File: config.mk
export PLATFORM = sky130hd
export DESIGN_NAME = kau_dist
export DESIGN_NICKNAME = d
export VERILOG_FILES = /design/src/hw/rtl/kau_pkg.sv /design/src/hw/rtl/kau_dist.sv
export SDC_FILE = /design/constraint.sdc
export NUM_CORES = 2
export LEC_CHECK = 0
export BUFFER_PORTS_ARGS = -buffer_cell sky130_fd_sc_hd__buf_2
export CORE_AREA = 5 5 870 440
export DETAILED_ROUTE_END_ITERATION = 7
export DIE_AREA = 0 0 875 445
export GPL_ROUTABILITY_DRIVEN = 0
export PLACE_DENSITY = 0.46
export REMOVE_ABC_BUFFERS = 1
export SLEW_MARGIN = 40
export SYNTH_ARGS = -nofsm -noshare
export SYNTH_HDL_FRONTEND = slang
export SYNTH_SLANG_ARGS = --single-unit
File: constraint.sdc
create_clock -name clk -period 11 [get_ports clk]
set_input_delay 2.2 -clock clk [delete_from_list [all_inputs] [get_ports clk]]
set_output_delay 2.2 -clock clk [all_outputs]
set_load 0.1 [all_outputs]
File: src/hw/rtl/kau_pkg.sv
package kau_pkg;

    localparam int MAX_CLUSTERS = 16;
    localparam int MAX_DIMS     = 8;
    localparam int MAX_POINTS   = 65536;

    localparam int CL_W   = $clog2(MAX_CLUSTERS);
    localparam int DIM_W  = $clog2(MAX_DIMS);
    localparam int NC_W   = CL_W + 1;
    localparam int ND_W   = DIM_W + 1;
    localparam int CNT_W  = 17;
    localparam int DIST_W = 40;
    localparam int SUM_W  = 32;
    localparam int VAL_W  = 16;
    localparam int CFG_IW = 2;
    localparam int CFG_DW = 5;

    localparam logic [1:0] OP_LOAD  = 2'd0;
    localparam logic [1:0] OP_POINT = 2'd1;
    localparam logic [1:0] OP_DRAIN = 2'd2;
    localparam logic [1:0] OP_CLEAR = 2'd3;

    localparam logic [1:0] KIND_ASSIGN = 2'd0;
    localparam logic [1:0] KIND_MEAN   = 2'd1;
    localparam logic [1:0] KIND_DONE   = 2'd2;

    localparam logic [CFG_IW-1:0] REG_CLUSTERS = 2'd0;
    localparam logic [CFG_IW-1:0] REG_DIMS     = 2'd1;
    localparam logic [CFG_IW-1:0] REG_SKIP     = 2'd2;

    typedef struct packed {
        logic [1:0]              op;
        logic [3:0]              cluster_sel;
        logic [2:0]              elem_index;
        logic signed [VAL_W-1:0] elem_value;
        logic [15:0]             point_id;
    } req_t;

    typedef struct packed {
        logic [1:0]              kind;
        logic [15:0]             assigned_point;
        logic                    found;
        logic [3:0]              cluster_out;
        logic [CNT_W-1:0]        member_count;
        logic [2:0]              mean_index;
        logic signed [VAL_W-1:0] mean_value;
        logic                    last;
    } res_t;

    typedef struct packed {
        logic                    en;
        logic [CL_W-1:0]         sel;
        logic [DIM_W-1:0]        elem;
        logic signed [VAL_W-1:0] value;
    } cload_t;

    typedef struct packed {
        logic                    start;
        logic [DIM_W-1:0]        elem;
        logic signed [VAL_W-1:0] value;
        logic                    last;
    } dist_req_t;

    typedef struct packed {
        logic            done;
        logic            found;
        logic [CL_W-1:0] best;
    } dist_res_t;

    typedef struct packed {
        logic              eq;
        logic [DIST_W-1:0] acc;
    } pent_t;

    function automatic logic [NC_W-1:0] eff_clusters(input logic [CFG_DW-1:0] v);
        logic [NC_W-1:0] r;
        if (v == '0)
            r = NC_W'(1);
        else if (v > CFG_DW'(MAX_CLUSTERS))
            r = NC_W'(MAX_CLUSTERS);
        else
            r = NC_W'(v);
        return r;
    endfunction

    function automatic logic [ND_W-1:0] eff_dims(input logic [3:0] v);
        logic [ND_W-1:0] r;
        if (v == '0)
            r = ND_W'(1);
        else if (v > 4'(MAX_DIMS))
            r = ND_W'(MAX_DIMS);
        else
            r = ND_W'(v);
        return r;
    endfunction

endpackage

File: src/hw/rtl/kau_dist.sv
module kau_dist
    import kau_pkg::*;
(
    input  logic            clk,
    input  logic            rst_n,
    input  cload_t          cload,
    input  dist_req_t       req,
    input  logic [NC_W-1:0] nclusters,
    input  logic            skip_equal,
    output dist_res_t       res
);

    logic signed [VAL_W-1:0] cmem [MAX_CLUSTERS*MAX_DIMS];
    pent_t                   pmem [MAX_CLUSTERS];
    logic [MAX_CLUSTERS-1:0] pvalid_reg;

    logic                    issue_reg;
    logic [CL_W-1:0]         ic_reg;
    logic [DIM_W-1:0]        elem_reg;
    logic signed [VAL_W-1:0] value_reg;
    logic                    last_reg;

    logic signed [VAL_W-1:0] c_q;
    pent_t                   p_q;

    logic            s1_v_reg, s1_end_reg;
    logic [CL_W-1:0] s1_c_reg;
    logic            s2_v_reg, s2_end_reg;
    logic [CL_W-1:0] s2_c_reg;
    logic [31:0]     sq_reg;
    logic [DIST_W-1:0] old_reg;
    logic            eqo_reg, eqz_reg;
    logic            s3_v_reg, s3_end_reg;
    logic [CL_W-1:0] s3_c_reg;
    logic [DIST_W-1:0] s3_dist_reg;
    logic            s3_eq_reg;

    logic              found_reg;
    logic [CL_W-1:0]   best_reg;
    logic [DIST_W-1:0] bestd_reg;
    logic              done_reg;

    logic signed [VAL_W:0]     diff;
    logic signed [2*VAL_W+1:0] prod;
    logic [DIST_W-1:0]         new_dist;
    logic                      elig;
    logic                      at_end;

    assign diff     = {value_reg[VAL_W-1], value_reg} - {c_q[VAL_W-1], c_q};
    assign prod     = diff * diff;
    assign new_dist = old_reg + DIST_W'(sq_reg);
    assign elig     = !(skip_equal && s3_eq_reg);
    assign at_end   = ({1'b0, ic_reg} == nclusters - NC_W'(1));

    always_ff @(posedge clk)
    begin
        if (cload.en)
            cmem[{cload.sel, cload.elem}] <= cload.value;
        c_q <= cmem[{ic_reg, elem_reg}];
        p_q <= pmem[ic_reg];
        if (s2_v_reg)
            pmem[s2_c_reg] <= '{eq: eqo_reg && eqz_reg, acc: new_dist};
    end

    always_ff @(posedge clk or negedge rst_n)
    begin
        if (!rst_n)
        begin
            issue_reg  <= 1'b0;
            s1_v_reg   <= 1'b0;
            s2_v_reg   <= 1'b0;
            s3_v_reg   <= 1'b0;
            done_reg   <= 1'b0;
            found_reg  <= 1'b0;
            pvalid_reg <= '0;
        end
        else
        begin
            s1_v_reg <= issue_reg;
            s2_v_reg <= s1_v_reg;
            s3_v_reg <= s2_v_reg;
            done_reg <= s3_v_reg && s3_end_reg;
            if (req.start)
            begin
                issue_reg <= 1'b1;
                found_reg <= 1'b0;
            end
            else if (issue_reg && at_end)
                issue_reg <= 1'b0;
            if (s3_v_reg && last_reg && elig && (!found_reg || s3_dist_reg < bestd_reg))
                found_reg <= 1'b1;
            // a finished point returns all partial sums to their reset value
            if (s3_v_reg && s3_end_reg && last_reg)
                pvalid_reg <= '0;
            else if (s2_v_reg)
                pvalid_reg[s2_c_reg] <= 1'b1;
        end
    end

    always_ff @(posedge clk)
    begin
        if (req.start)
        begin
            ic_reg    <= '0;
            elem_reg  <= req.elem;
            value_reg <= req.value;
            last_reg  <= req.last;
        end
        else if (issue_reg)
            ic_reg <= ic_reg + CL_W'(1);
        s1_c_reg    <= ic_reg;
        s1_end_reg  <= at_end;
        s2_c_reg    <= s1_c_reg;
        s2_end_reg  <= s1_end_reg;
        sq_reg      <= prod[31:0];
        eqz_reg     <= (diff == '0);
        old_reg     <= pvalid_reg[s1_c_reg] ? p_q.acc : '0;
        eqo_reg     <= pvalid_reg[s1_c_reg] ? p_q.eq : 1'b1;
        s3_c_reg    <= s2_c_reg;
        s3_end_reg  <= s2_end_reg;
        s3_dist_reg <= new_dist;
        s3_eq_reg   <= eqo_reg && eqz_reg;
        if (s3_v_reg && last_reg && elig && (!found_reg || s3_dist_reg < bestd_reg))
        begin
            best_reg  <= s3_c_reg;
            bestd_reg <= s3_dist_reg;
        end
    end

    assign res.done  = done_reg;
    assign res.found = found_reg;
    assign res.best  = best_reg;

endmodule

==> impl_metrics.toml <==
[global_routing]
grt_antenna_before_repair = 38
first_global_vias = 61900
grt-ovfl-total = 0
grt_first_pass_wirelength_um = 509000
track_usage_pct = 18.5
grt_max_degree = 111

[drt]
dr.first_iter.drc_count = 7427
dr_total_vias = 62000
ant_nets = 0
drc_errors = 0
via_per_inst = 5.25
wl_per_cell_um = 30.9
drt_pass1_iterations = 7
wirelength_um = 365000

[clock_network]
cts_max_level = 5
cts_setup_buffers = 0
clk_path_buf_depth = 4
cts_hold_buf = 0
cts.clk_slew.worst_paths_ns = 0.06
cts_root_buffer = "clkbuf_16"
cts_sinks = 2980
cts_made_buffers = 284
clkLatencyLatePin_ns = 0.86
cts_tree = "yes"
cts_resized = 0

[critical_path]
reg2reg_slack_ns = 1.41
crit_type = "reg -> reg"
endpoint_kind = "register"
worstPathRequired_ns = 11.76
path_common_cell = "fa_1"
cp_slowest_cell = "fa_1"
critPathMaxStageDelay_ns = 0.87
worstPathMaxFanout = 18
worstPathArrival_ns = 10.35
crit_path_start_kind = "register"

[layout]
reg_top3 = "cmem x2048, pmem x656, p_q x41"
area_growth_syn_to_layout_pct = 14.9
largest_reg_flops = 2048
top_register = "cmem"
ff_latch_area_mm2 = 0.0875
drive_gt1_share_pct = 25.2
fill_cells = 33900
multi_input_area_mm2 = 0.0337
fin_area_mm2 = 0.141
fin_nets = 7052

[hold_path]
hp-class = "reg -> reg"

[place]
place_area_mm2 = 0.132
port_buffers = 58
dp_hpwl_um = 230000

[synth]
synth_area_mm2 = 0.123
ys_warn_count = 0
synth_edf_count = 2768
yosysTopAreaCellShare_pct = 67.5
syn_inst = 6237
syn_area_per_cell_um2 = 19.7
synthTopCellsByArea = "edfxtp_1 (68%), mux4_2 (14%), fa_1 (4.2%), dfxtp_1 (3.1%), ha_1 (1.7%)"
synth_common_cells = "edfxtp_1 (2768), mux4_2 (745), inv_1 (394), nor2_1 (266), fa_1 (258)"
synth_cell_type_count = 73
yosysSeqAreaShare_pct = 71.1
synth_top_area_cell = "edfxtp_1"
synth-main-ff-cell = "edfxtp_1"
async_flop_share_pct = 0.738
synth.most_common_cell = "edfxtp_1"
yosys_register_bits = 2980

[timing]
finalCritPeriodShare_pct = 87.2
setup_viol = 0
worst_slew_pin_slew_ns = 0.962
timing.fmax_mhz = 104
clock_skew_ns = 0.0542
hold_viol = 0
fin_crit_ns = 9.59
grt_setup_unrepaired = "no"
slew_viol_final = 0
max_slew_margin_pct = 35.7

[run]
maxCapViolCount = 0

[die]
start_util_pct = 32.9
coreArea_mm2 = 0.374
num_rows = 159
die_w_um = 875
die_area_mm2 = 0.389
die_y_um = 445
io_pins = 59

[outcome]
status = "completed"
==> placed cells by master, fill, tap and decap left out, drive strengths merged, types with 14 or more instances in the layout <==
cell type  count
dfrtp         22
o21a          31
nor2         266
o21ai        127
o211ai        14
mux2i        154
fa           258
nor2b         20
a21o          48
mux4         745
nand3         33
clkinv        91
a22oi         41
a221oi        44
xnor2         65
nor3          27
a21oi        102
mux2          52
and2          44
buf          320
nand2b        17
clkbuf       367
diode         21
inv          412
ha           167
edfxtp      2768
bufinv        34
xor2          28
nand2        191
dfxtp        190
==> routing by layer <==
layer,wire (um),global-route usage (%),up-vias
met1,191000,31.8,33900
met3,34700,5.33,360
li1,-,-,25400
met2,134000,22.7,2326
met4,5170,2.72,6
met5,34,0,-
==> per-stage QoR <==
step	cells	TNS, ns	hold slack, ns	util [%]	worst slack, ns
after global placement	11300	0	0.313	35.0	1.54
after floorplan	5966	-322.41	0.310	-	-11.00
after global routing	11800	0	0.348	37.8	1.04
after detailed placement	11300	0	0.312	35.2	1.61
after CTS	11800	0	0.327	37.7	1.51
final	11800	0	0.327	37.8	1.41
==> worst max-delay path: cells and delay by family (launching register included) <==
family          cells  cell delay, ns
fa+ha+maj           9            4.59
compound gates     11            2.78
buf+inv             4            0.82
simple gates        4            0.61
xor+xnor            2            0.35
flops               1            0.33
==> area by class of cell <==
| cell class | count | share of cell area, % |
|---|---|---|
| clock buffers | 365 | 5.49 |
| clock inverters | 143 | 1.16 |
| multi-input cells | 2585 | 23.8 |
| well taps | 4991 | 4.42 |
| diodes | 21 | 0.0372 |
| repair buffers | 322 | 2.10 |
| flip-flops and latches | 2980 | 61.9 |
| inverters | 401 | 1.06 |
==> final timing paths <==
path,startpoint,to,depth (start not counted)
max,value_reg[0]$_DFFE_PP_,sq_reg[31]$_DFF_P_,30
min,s1_end_reg$_DFF_P_,s2_end_reg$_DFF_P_,0
max reg2reg,value_reg[0]$_DFFE_PP_,sq_reg[31]$_DFF_P_,30
min reg2reg,s1_end_reg$_DFF_P_,s2_end_reg$_DFF_P_,0
max in group asynchronous,rst_n,pvalid_reg[1]$_DFFE_PN0P_,1
min in group asynchronous,rst_n,done_reg$_DFF_PN0_,1
==> cells by family (layout without fill, tap and decap cells) <==
logic type,Yosys count,in the layout,synth area share (%)
flip-flops,2980,2980,71.1
AO/OA/AOI/OAI,470,470,2.49
XOR/XNOR,93,93,0.680
buffers and inverters,672,1231,2.18
other,0,21,0
AND/OR/NAND/NOR,646,646,2.31
multiplexers,951,951,15.4
adder cells (fa/ha/maj),425,425,5.89
Power is not shown: default switching activity piles up to over one toggle a cycle in this logic, so the estimate is an artifact.
