File: config.mk
export PLATFORM = sky130hd
export DESIGN_NAME = kau_div
export DESIGN_NICKNAME = d
export VERILOG_FILES = /design/src/hw/rtl/kau_pkg.sv /design/src/hw/rtl/kau_div.sv
export SDC_FILE = /design/constraint.sdc
export NUM_CORES = 1
export LEC_CHECK = 0
export BUFFER_PORTS_ARGS = -buffer_cell sky130_fd_sc_hd__buf_2
export CAP_MARGIN = 20
export CORE_MARGIN = 2
export CORE_UTILIZATION = 58
export CTS_CLUSTER_DIAMETER = 150
export CTS_CLUSTER_SIZE = 16
export DETAILED_ROUTE_END_ITERATION = 10
export PLACE_DENSITY_LB_ADDON = 0.25
export SLEW_MARGIN = 40
export SYNTH_ARGS = -nofsm -noshare
export SYNTH_HDL_FRONTEND = slang
export SYNTH_SLANG_ARGS = --single-unit
File: constraint.sdc
create_clock -name clk -period 2.8 [get_ports clk]
set_input_delay 0.42 -clock clk [delete_from_list [all_inputs] [get_ports clk]]
set_output_delay 0.42 -clock clk [all_outputs]
set_load 0.05 [all_outputs]
File: src/hw/rtl/kau_pkg.sv
package kau_pkg;

    localparam int MAX_CLUSTERS = 16;
    localparam int MAX_DIMS     = 8;
    localparam int MAX_POINTS   = 65536;

    localparam int CL_W   = $clog2(MAX_CLUSTERS);
    localparam int DIM_W  = $clog2(MAX_DIMS);
    localparam int NC_W   = CL_W + 1;
    localparam int ND_W   = DIM_W + 1;
    localparam int CNT_W  = 17;
    localparam int DIST_W = 40;
    localparam int SUM_W  = 32;
    localparam int VAL_W  = 16;
    localparam int CFG_IW = 2;
    localparam int CFG_DW = 5;

    localparam logic [1:0] OP_LOAD  = 2'd0;
    localparam logic [1:0] OP_POINT = 2'd1;
    localparam logic [1:0] OP_DRAIN = 2'd2;
    localparam logic [1:0] OP_CLEAR = 2'd3;

    localparam logic [1:0] KIND_ASSIGN = 2'd0;
    localparam logic [1:0] KIND_MEAN   = 2'd1;
    localparam logic [1:0] KIND_DONE   = 2'd2;

    localparam logic [CFG_IW-1:0] REG_CLUSTERS = 2'd0;
    localparam logic [CFG_IW-1:0] REG_DIMS     = 2'd1;
    localparam logic [CFG_IW-1:0] REG_SKIP     = 2'd2;

    typedef struct packed {
        logic [1:0]              op;
        logic [3:0]              cluster_sel;
        logic [2:0]              elem_index;
        logic signed [VAL_W-1:0] elem_value;
        logic [15:0]             point_id;
    } req_t;

    typedef struct packed {
        logic [1:0]              kind;
        logic [15:0]             assigned_point;
        logic                    found;
        logic [3:0]              cluster_out;
        logic [CNT_W-1:0]        member_count;
        logic [2:0]              mean_index;
        logic signed [VAL_W-1:0] mean_value;
        logic                    last;
    } res_t;

    typedef struct packed {
        logic                    en;
        logic [CL_W-1:0]         sel;
        logic [DIM_W-1:0]        elem;
        logic signed [VAL_W-1:0] value;
    } cload_t;

    typedef struct packed {
        logic                    start;
        logic [DIM_W-1:0]        elem;
        logic signed [VAL_W-1:0] value;
        logic                    last;
    } dist_req_t;

    typedef struct packed {
        logic            done;
        logic            found;
        logic [CL_W-1:0] best;
    } dist_res_t;

    typedef struct packed {
        logic              eq;
        logic [DIST_W-1:0] acc;
    } pent_t;

    function automatic logic [NC_W-1:0] eff_clusters(input logic [CFG_DW-1:0] v);
        logic [NC_W-1:0] r;
        if (v == '0)
            r = NC_W'(1);
        else if (v > CFG_DW'(MAX_CLUSTERS))
            r = NC_W'(MAX_CLUSTERS);
        else
            r = NC_W'(v);
        return r;
    endfunction

    function automatic logic [ND_W-1:0] eff_dims(input logic [3:0] v);
        logic [ND_W-1:0] r;
        if (v == '0)
            r = ND_W'(1);
        else if (v > 4'(MAX_DIMS))
            r = ND_W'(MAX_DIMS);
        else
            r = ND_W'(v);
        return r;
    endfunction

endpackage

File: src/hw/rtl/kau_div.sv
module kau_div
    import kau_pkg::*;
(
    input  logic                    clk,
    input  logic                    rst_n,
    input  logic                    start,
    input  logic signed [SUM_W-1:0] dividend,
    input  logic [CNT_W-1:0]        divisor,
    output logic                    done,
    output logic signed [VAL_W-1:0] quotient
);

    localparam int STEP_W = $clog2(SUM_W);

    logic              busy_reg, busy_next;
    logic              done_reg, done_next;
    logic [STEP_W-1:0] step_reg, step_next;
    logic [SUM_W-1:0]  dvd_reg, dvd_next;
    logic [CNT_W:0]    rem_reg, rem_next;
    logic [CNT_W-1:0]  dvs_reg, dvs_next;
    logic              neg_reg, neg_next;
    logic [CNT_W:0]    rem_sh;
    logic [SUM_W-1:0]  qneg;

    always_comb
    begin
        busy_next = busy_reg;
        done_next = 1'b0;
        step_next = step_reg;
        dvd_next  = dvd_reg;
        rem_next  = rem_reg;
        dvs_next  = dvs_reg;
        neg_next  = neg_reg;
        rem_sh    = {rem_reg[CNT_W-1:0], dvd_reg[SUM_W-1]};
        if (start)
        begin
            busy_next = 1'b1;
            step_next = '0;
            neg_next  = dividend[SUM_W-1];
            dvd_next  = dividend[SUM_W-1] ? SUM_W'(-dividend) : SUM_W'(dividend);
            rem_next  = '0;
            dvs_next  = divisor;
        end
        else if (busy_reg)
        begin
            // shift one quotient bit into the dividend register per cycle
            if (rem_sh >= {1'b0, dvs_reg})
            begin
                rem_next = rem_sh - {1'b0, dvs_reg};
                dvd_next = {dvd_reg[SUM_W-2:0], 1'b1};
            end
            else
            begin
                rem_next = rem_sh;
                dvd_next = {dvd_reg[SUM_W-2:0], 1'b0};
            end
            step_next = step_reg + STEP_W'(1);
            if (step_reg == STEP_W'(SUM_W - 1))
            begin
                busy_next = 1'b0;
                done_next = 1'b1;
            end
        end
    end

    always_ff @(posedge clk or negedge rst_n)
    begin
        if (!rst_n)
        begin
            busy_reg <= 1'b0;
            done_reg <= 1'b0;
        end
        else
        begin
            busy_reg <= busy_next;
            done_reg <= done_next;
        end
    end

    always_ff @(posedge clk)
    begin
        step_reg <= step_next;
        dvd_reg  <= dvd_next;
        rem_reg  <= rem_next;
        dvs_reg  <= dvs_next;
        neg_reg  <= neg_next;
    end

    assign qneg     = neg_reg ? (~dvd_reg + SUM_W'(1)) : dvd_reg;
    assign done     = done_reg;
    assign quotient = qneg[VAL_W-1:0];

endmodule

==> impl_metrics.toml, run 1 <==
[finish]
antenna_cells = 0
stdcell_area_um2 = 5698
drive_gt1_share_pct = 20.66
area_growth_pct = 16.03
nNetsFinal = 674
largest_register_ffs = 32
fill_cells = 663

[setup_path]
crit_type = "register to output pin"
critical_path.max_fanout = 3
worst-path-buf-inv = 1
crit_chain = "or3_4, or3b_4, or4_4, o41ai_4, xnor2_1, buf_4"
endpoint_kind = "output pin"
critical_path.max_stage_delay_ns = 0.47
cp_top_family = "simple AND/OR/NAND/NOR gates"
cp_data_arrival_time_ns = 2.60
r2r_start = "rem_reg[6]$_SDFFE_PP0P_"
cp-start-kind = "register"
crit_slowest_cell = "or4_4"
required_ns = 2.38
reg2reg_depth = 7
rrSetupSlack_ns = 0.17
rr_endpoint = "rem_reg[10]$_SDFFE_PP0P_"

[timing]
final.setup_skew_ns = 0.009982
setup_ws_ns = -0.2184
rsz0062_at_grt = "yes"
hold_viol = 0
fin_crit_sh_pct = 107.8
slew_headroom_pct = 54.67
setup_viol = 3
fin_tns_setup_ns = -0.5648
slew_viol_final = 0
fmax_mhz = 331.3
fin_crit_ns = 3.018
worstMarginPinSlew_ns = 0.6775

[power]
peakVddDrop_uv = 330.7
cellPowerDensity_nw_per_um2 = 519.7
total_power_mw = 2.961
netSwitchingFraction_pct = 31.35
switchingPower_uw = 928.3
power.leakage_nw = 2.350
seqPwrFrac_pct = 45.2
clockPowerShare_pct = 31.0
combinationalPowerShare_pct = 23.8
p_int_mw = 2.033

[clock_network]
clock_path_buffers = 2
clkTransAtPathRegs_ns = 0.08
cts.root.buffer_cell = "clkbuf_8"
clock-sinks = 74
cts_max_level = 3
tritoncts = "yes"
cts_made_buffers = 9
clkLatencyLatePin_ns = 0.34

[routing]
drt_iter0_drc = 258
vias = 4208
routed_wl_mm = 11.22
viasPerCell = 5.927
routedWlPerCell_um = 15.81
antenna_left = 0
route.detailed.drc = 0
drt_pass1_iterations = 5

[synth]
netlist_instances = 530
syn_avg_cell_area_um2 = 9.266
synth_seq_cells = 74
syn_area_um2 = 4911
async_reset_ff_share_pct = 2.703
yosys_warnings = 0
synth-edff-count = 50
syn_nets = 604
ys_seq_area_share_pct = 40.56
synth.lib_cells_used.distinct = 63
ys.flop_type = "edfxtp_1"

[place]
dp_hpwl_mm = 7.935
gp_congestion = 0.8469
pre_cts_ws_ns = 0.06550
portBuffers = 68
placed_cell_area_um2 = 5360

[global_route]
grt_pass1_wl_mm = 18.18
gr-total-overflow = 0
gr-usage-all-layers_pct = 25.05
grt_max_degree = 54
grt_pass1_vias = 3943
antenna_found_initial = 0

[die]
initial_core_util_pct = 59.77
die_w_um = 96.02
core_area_um2 = 8217
fp.dieH_um = 96.02
die_area_um2 = 9219
rows = 33
num_io_pins = 69

[hold_path]
hold_path.startpoint = "divisor[5]"
hold_class = "input pin to register"
min_delay_path_depth = 1
hold_path_end = "dvs_reg[5]$_DFFE_PP_"

[status]
status = "finished with violations"
violations = "negative setup slack"

[flow_run]
max_cap_violations = 0
[how the worst max path moves through the flow]
stage                               from           end  slack [ns]  depth (start not counted)
floorplan           dvd_reg[2]$_DFFE_PP_  quotient[13]       0.009                          5
global placement    dvd_reg[1]$_DFFE_PP_  quotient[13]        0.09                          6
detailed placement  dvd_reg[2]$_DFFE_PP_  quotient[15]        0.07                          6
CTS                 dvd_reg[1]$_DFFE_PP_  quotient[15]       -0.22                          6
global route        dvd_reg[1]$_DFFE_PP_  quotient[13]       -0.30                          6
finish              dvd_reg[1]$_DFFE_PP_  quotient[13]       -0.22                          6
[area by class of cell]
cell class                      instances  area, µm²  area share [%]
Inverter                               29      108.9           1.910
Timing Repair Buffer                   86      495.5           8.696
Multi-Input combinational cell        400       2751           48.29
Sequential cell                        74       1992           34.96
Tap cell                              105      131.4           2.306
Clock buffer                           10      127.6           2.240
Clock inverter                          6      91.34           1.603
[metal layers]
layer  track usage [%]  wire length (µm)
met1             33.79              4988
met2             40.97              5515
met3             4.855               602
met4             7.381               114
met5                 0                 0
[synth_stat cells, types with 12 or more instances]
| cell type | n | area share (%) |
|---|---|---|
| dfxtp_1 | 22 | 9.0 |
| clkbuf_1 | 20 | 1.5 |
| nand4_1 | 12 | 1.5 |
| a21oi_1 | 44 | 4.5 |
| o21ai_0 | 20 | 2.0 |
| inv_1 | 29 | 2.2 |
| nand2_1 | 39 | 3.0 |
| ha_1 | 21 | 5.4 |
| xor2_1 | 34 | 6.1 |
| nand3_1 | 21 | 2.1 |
| edfxtp_1 | 50 | 31 |
| nor2_1 | 53 | 4.1 |
| o31ai_1 | 14 | 2.1 |
| xnor2_1 | 24 | 4.3 |
[worst register-to-register path, delay by kind of cell (launching register included)]
family,cells,cell delay [ns]
DFF,1,0.34
and+or+nand+nor,2,0.74
AOI/OAI and AO/OA,3,0.78
adders and majority gates,1,0.41
buffers and inverters,1,0.21
[placed cells by master, fill, tap and decap left out, types with 10 or more instances in the layout]
cell type,count
o21ai_1,10
nand2_1,39
buf_4,22
buf_2,61
o21ai_0,20
xnor2_1,24
xor2_1,34
ha_1,21
a21oi_1,43
nor2_1,53
edfxtp_1,50
dfxtp_1,22
o31ai_1,14
inv_1,29
nand3_1,21
nand4_1,12
[cell families after synthesis]
family | after synthesis | synth area share [%]
buffers and inverters | 57 | 4.815
XOR/XNOR | 58 | 10.34
AO/OA/AOI/OAI | 142 | 19.69
flip-flops | 74 | 40.56
multiplexers | 6 | 1.274
adder cells (fa/ha/maj) | 22 | 5.758
AND/OR/NAND/NOR | 171 | 17.55
[power groups by stage]
stage                     sequential, mW  combinational [mW]  clock, mW
after floorplan                     1.34               0.500          0
after global placement              1.35               0.657          0
after detailed placement            1.36               0.672          0
after CTS                           1.33               0.690      0.927
after global routing                1.35               0.773      0.966
final                               1.34               0.706      0.917
[repair_timing]
item | in CTS | in global routing
buffers inserted | 3 | 0
hold endpoints to repair | 2 | 0
pin swaps | 0 | 1
hold buffers | 1 | 0
gates cloned | 0 | 1
resized for setup | 4 | 14
setup endpoints to repair | 3 | 25
[stage by stage]
stage               utilization, %  std cells  hold WS (ns)
floorplan                        -        530        0.1244
global placement             65.24        689        0.2102
detailed placement           65.24        689        0.2147
CTS                          68.42        709        0.2315
global route                 69.35        710        0.2230
finish                       69.35        710        0.2439
No activity file was read; power rests on OpenSTA's default activity.
==> inputs of run 2 (changes only) <==
--- a/config.mk
+++ b/config.mk
@@ -7,8 +7,10 @@
 export LEC_CHECK = 0
 export BUFFER_PORTS_ARGS = -buffer_cell sky130_fd_sc_hd__buf_2
 export CAP_MARGIN = 20
+export CELL_PAD_IN_SITES_DETAIL_PLACEMENT = 2
+export CELL_PAD_IN_SITES_GLOBAL_PLACEMENT = 2
 export CORE_MARGIN = 2
-export CORE_UTILIZATION = 58
+export CORE_UTILIZATION = 36
 export CTS_CLUSTER_DIAMETER = 150
 export CTS_CLUSTER_SIZE = 16
 export DETAILED_ROUTE_END_ITERATION = 10
==> impl_metrics.toml, run 2 (synthesis results as in run 1) <==
[setup_path]
cp_data_arrival_time_ns = 2.70
critical_path.max_stage_delay_ns = 0.49
cp_top_family = "simple AND/OR/NAND/NOR gates"
rr_endpoint = "rem_reg[5]$_SDFFE_PP0P_"
worst-path-buf-inv = 1
required_ns = 2.38
critical_path.max_fanout = 3
crit_chain = "or3_4, or3b_4, or4_4, o41ai_4, xnor2_1, buf_4"
crit_type = "register to output pin"
r2r_start = "dvs_reg[0]$_DFFE_PP_"
reg2reg_depth = 10
cp-start-kind = "register"
rrSetupSlack_ns = 0.12
endpoint_kind = "output pin"
crit_slowest_cell = "or4_4"

[die]
die_w_um = 120.8
rows = 42
core_area_um2 = 13300
fp.dieH_um = 120.8
num_io_pins = 69
die_area_um2 = 14590
initial_core_util_pct = 36.94

[timing]
final.setup_skew_ns = 0.006548
setup_ws_ns = -0.3158
fin_crit_sh_pct = 111.3
setup_viol = 5
fin_crit_ns = 3.116
fin_tns_setup_ns = -0.9854
worstMarginPinSlew_ns = 0.7212
hold_viol = 0
hold_slack_ns = 0.2423
slew_viol_final = 0
fmax_mhz = 320.9
slew_headroom_pct = 51.92
rsz0062_at_grt = "yes"

[finish]
regArea_um2 = 1992
area_growth_pct = 21.20
multiInputGateArea_um2 = 2751
final_common_cell = "buf_2"
final_util_pct = 44.77
layout_common_cells = "buf_2 (60), nor2_1 (53), edfxtp_1 (50)"
stdcell_area_um2 = 5952
antenna_cells = 0
drive_gt1_share_pct = 21.79
final_cell_count_no_fill = 791
fill_cells = 1452
largest_register_ffs = 32
nNetsFinal = 684

[global_route]
antenna_found_initial = 0
grt_pass1_wl_mm = 24.50
gr-total-overflow = 0
grt_max_degree = 47
grt_pass1_vias = 4734
gr-usage-all-layers_pct = 21.51

[place]
dp_cells = 769
dp_hpwl_mm = 11.25
pre_cts_ws_ns = -0.06455
gp_congestion = 0.8061
placed_cell_area_um2 = 5519
portBuffers = 68

[clock_network]
cts_made_buffers = 9
tritoncts = "yes"
cts_max_level = 3
clkLatencyLatePin_ns = 0.35
cts.root.buffer_cell = "clkbuf_16"
clkTransAtPathRegs_ns = 0.06
clock_path_buffers = 2
clock-sinks = 74

[power]
peakVddDrop_uv = 300.6
power.leakage_nw = 2.436
total_power_mw = 3.302
cellPowerDensity_nw_per_um2 = 554.7

[hold_path]
hold_path.startpoint = "divisor[10]"
hold_class = "input pin to register"
min_delay_path_depth = 1
hold_path_end = "dvs_reg[10]$_DFFE_PP_"

[routing]
route.detailed.drc = 0
routed_wl_mm = 15.52
drt_pass1_iterations = 5
drt_iter0_drc = 206
viasPerCell = 5.484
vias = 4338
antenna_left = 0
routedWlPerCell_um = 19.62

[status]
status = "finished with violations"
violations = "negative setup slack"

[flow_run]
max_cap_violations = 0
==> run 2: routing by layer <==
metal / part of all wire, % / routed length [µm] / track usage [%] / vias up
met3: 2.9 / 452 / 3.632 / 13
met2: 50 / 7729 / 36.83 / 69
met1: 46 / 7124 / 27.69 / 2156
met4: 1.4 / 214 / 6.686 / 0
met5: 0 / 0 / 0 / -
li1: - / - / - / 2100
==> run 2: how the worst max path moves through the flow <==
stage	from	endpoint	cells after the start	slack, ns
detailed placement	dvd_reg[1]$_DFFE_PP_	quotient[13]	6	-0.06
global route	dvd_reg[1]$_DFFE_PP_	quotient[13]	6	-0.41
CTS	dvd_reg[1]$_DFFE_PP_	quotient[13]	6	-0.35
global placement	dvd_reg[1]$_DFFE_PP_	quotient[13]	6	0.07
finish	dvd_reg[1]$_DFFE_PP_	quotient[13]	6	-0.32
floorplan	dvd_reg[2]$_DFFE_PP_	quotient[13]	5	0.009
==> run 2: layout make-up <==
type	instances	area share (%)
sequential	74	33.47
inverter	29	1.829
multi-input combinational	400	46.23
timing repair buffer	96	9.691
clock buffer	11	4.078
tap	176	3.700
clock inverter	5	1.009
==> run 2: what timing repair did <==
action                                 4_1_cts  5_1_grt
endpoints found under the hold margin        2        0
gates resized for setup                     10        8
gates cloned                                 0        1
setup buffers                                1        3
pin swaps                                    2        6
setup endpoints to repair                    5       24
hold buffers                                 1        0
==> run 2: where the power goes <==
part	leakage [nW]	internal, mW	switching (mW)	total, mW
logic	1.58	0.263	0.481	0.744
clock network	0.151	0.721	0.489	1.21
registers	0.706	1.27	0.0766	1.35
==> inputs of run 3 (changes only) <==
--- a/config.mk
+++ b/config.mk
@@ -9,6 +9,7 @@
 export CAP_MARGIN = 20
 export CELL_PAD_IN_SITES_DETAIL_PLACEMENT = 2
 export CELL_PAD_IN_SITES_GLOBAL_PLACEMENT = 2
+export CORE_ASPECT_RATIO = 1.2
 export CORE_MARGIN = 2
 export CORE_UTILIZATION = 36
 export CTS_CLUSTER_DIAMETER = 150
==> impl_metrics.toml, run 3 (synthesis results as in run 1) <==
[timing]
setup_ws_ns = -0.2509
slew_viol_final = 0
fmax_mhz = 327.8
fin_crit_ns = 3.051
worstMarginPinSlew_ns = 0.6094
hold_slack_ns = 0.2576
final.setup_skew_ns = 0.009176
fin_crit_sh_pct = 109.0
hold_viol = 0
rsz0062_at_grt = "yes"
slew_headroom_pct = 59.37
setup_viol = 5

[global_route]
grt_pass1_wl_mm = 24.05
antenna_found_initial = 0
gr-usage-all-layers_pct = 19.99
grt_pass1_vias = 4722
gr-total-overflow = 0
grt_max_degree = 41

[finish]
layout_common_cells = "buf_2 (60), nor2_1 (52), edfxtp_1 (50)"
largest_register_ffs = 32
final_cell_count_no_fill = 784
final_common_cell = "buf_2"
drive_gt1_share_pct = 21.92
area_growth_pct = 20.69
antenna_cells = 0
nNetsFinal = 685

[setup_path]
endpoint_kind = "output pin"
required_ns = 2.38
cp-start-kind = "register"
cp_data_arrival_time_ns = 2.63
crit_type = "register to output pin"
critical_path.max_fanout = 3

[clock_network]
cts_made_buffers = 9
clkLatencyLatePin_ns = 0.34
cts.root.buffer_cell = "clkbuf_16"
clkTransAtPathRegs_ns = 0.06
clock_path_buffers = 2
tritoncts = "yes"
clock-sinks = 74
cts_max_level = 3

[die]
die_area_um2 = 14600
initial_core_util_pct = 36.94
core_area_um2 = 13300
die_w_um = 110.6
fp.dieH_um = 131.9
rows = 46
num_io_pins = 69

[status]
status = "finished with violations"
violations = "negative setup slack"

[power]
power.leakage_nw = 2.427
p_int_mw = 2.133
cellPowerDensity_nw_per_um2 = 527.6
combinationalPowerShare_pct = 24.2
clockPowerShare_pct = 33.1
seqPwrFrac_pct = 42.7
peakVddDrop_uv = 229.4
switchingPower_uw = 993.9
netSwitchingFraction_pct = 31.78

[routing]
drt_iter0_drc = 108
routed_wl_mm = 14.52
route.detailed.drc = 0
routedWlPerCell_um = 18.52
drt_pass1_iterations = 4
antenna_left = 0
viasPerCell = 5.522
vias = 4329

[place]
gp_congestion = 0.8152
dp_hpwl_mm = 10.90
dp_cells = 764
portBuffers = 68

[hold_path]
hold_class = "input pin to register"

[flow_run]
max_cap_violations = 0
-- run 3: cell count changes in the layout (fill, tap and decap cells not counted), moves of 2 or more --
cell      before  now
clkinv_2       0    3
clkinv_1       0    2
inv_4          2    0
a311oi_1       7    4
a311oi_2       2    5
buf_4         33   35
-- run 3: area by class of cell --
cell class,instances,area (µm²)
Sequential cell,74,1992
Inverter,29,108.9
Clock buffer,11,232.7
Multi-Input combinational cell,400,2768
Tap cell,168,210.2
Clock inverter,5,22.52
Fill cell,1437,7368
Timing Repair Buffer,97,593.1
-- run 3: path summary, 6_finish.rpt --
path | startpoint | to | slack, ns | cells after the start
worst max register to register | dvd_reg[31]$_DFFE_PP_ | rem_reg[1]$_SDFFE_PP0P_ | 0.16 | 11
min in group asynchronous | rst_n | busy_reg$_DFF_PN0_ | 0.40 | 2
worst min-delay path | divisor[6] | dvs_reg[6]$_DFFE_PP_ | 0.26 | 1
worst max-delay path | dvd_reg[1]$_DFFE_PP_ | quotient[13] | -0.25 | 6
max in group asynchronous | rst_n | done$_DFF_PN0_ | 2.31 | 2
worst min register to register | rem_reg[2]$_SDFFE_PP0P_ | rem_reg[2]$_SDFFE_PP0P_ | 0.51 | 2
-- run 3: stage by stage --
| step | TNS [ns] | setup WS (ns) | total power [mW] | instance area (µm²) | utilization [%] |
|---|---|---|---|---|---|
| finish | -0.7668 | -0.2509 | 3.127 | 5927 | 44.58 |
| CTS | -0.8353 | -0.2677 | 3.153 | 5859 | 44.07 |
| floorplan | 0 | 0.009236 | 1.837 | 4911 | - |
| detailed placement | 0 | 0.01055 | 2.084 | 5544 | 41.70 |
| global placement | 0 | 0.06577 | 2.051 | 5544 | 41.70 |
| global route | -1.551 | -0.3191 | 3.280 | 5927 | 44.58 |
-- run 3: power groups by stage --
stage / logic (mW) / clock network (mW) / registers [mW]
final: 0.756 / 1.04 / 1.34
after floorplan: 0.500 / 0 / 1.34
after global placement: 0.702 / 0 / 1.35
after detailed placement: 0.728 / 0 / 1.36
after global routing: 0.822 / 1.11 / 1.35
after CTS: 0.753 / 1.06 / 1.34
-- run 3: worst max-delay path: stages (launching register included) --
cell      delay [ns]
edfxtp_1        0.39
or3_4           0.40
or3b_4          0.41
or4_4           0.48
o41ai_4         0.23
xnor2_1         0.16
buf_4           0.22
-- run 3: timing repair --
| item | CTS | global route |
|---|---|---|
| endpoints found under the setup margin | 4 | 26 |
| resized for setup | 10 | 10 |
| hold endpoints to repair | 2 | 0 |
| gates cloned | 0 | 1 |
| hold buffers | 1 | 0 |
| buffers inserted | 1 | 1 |
| pin swaps | 0 | 3 |
-- run 3: layer usage --
layer	up-vias	routed length [µm]	GRT usage, %
li1	2104	-	-
met1	2132	6143	23.39
met2	70	7774	37.59
met3	23	335	2.897
met4	0	267	5.903
met5	-	0	0
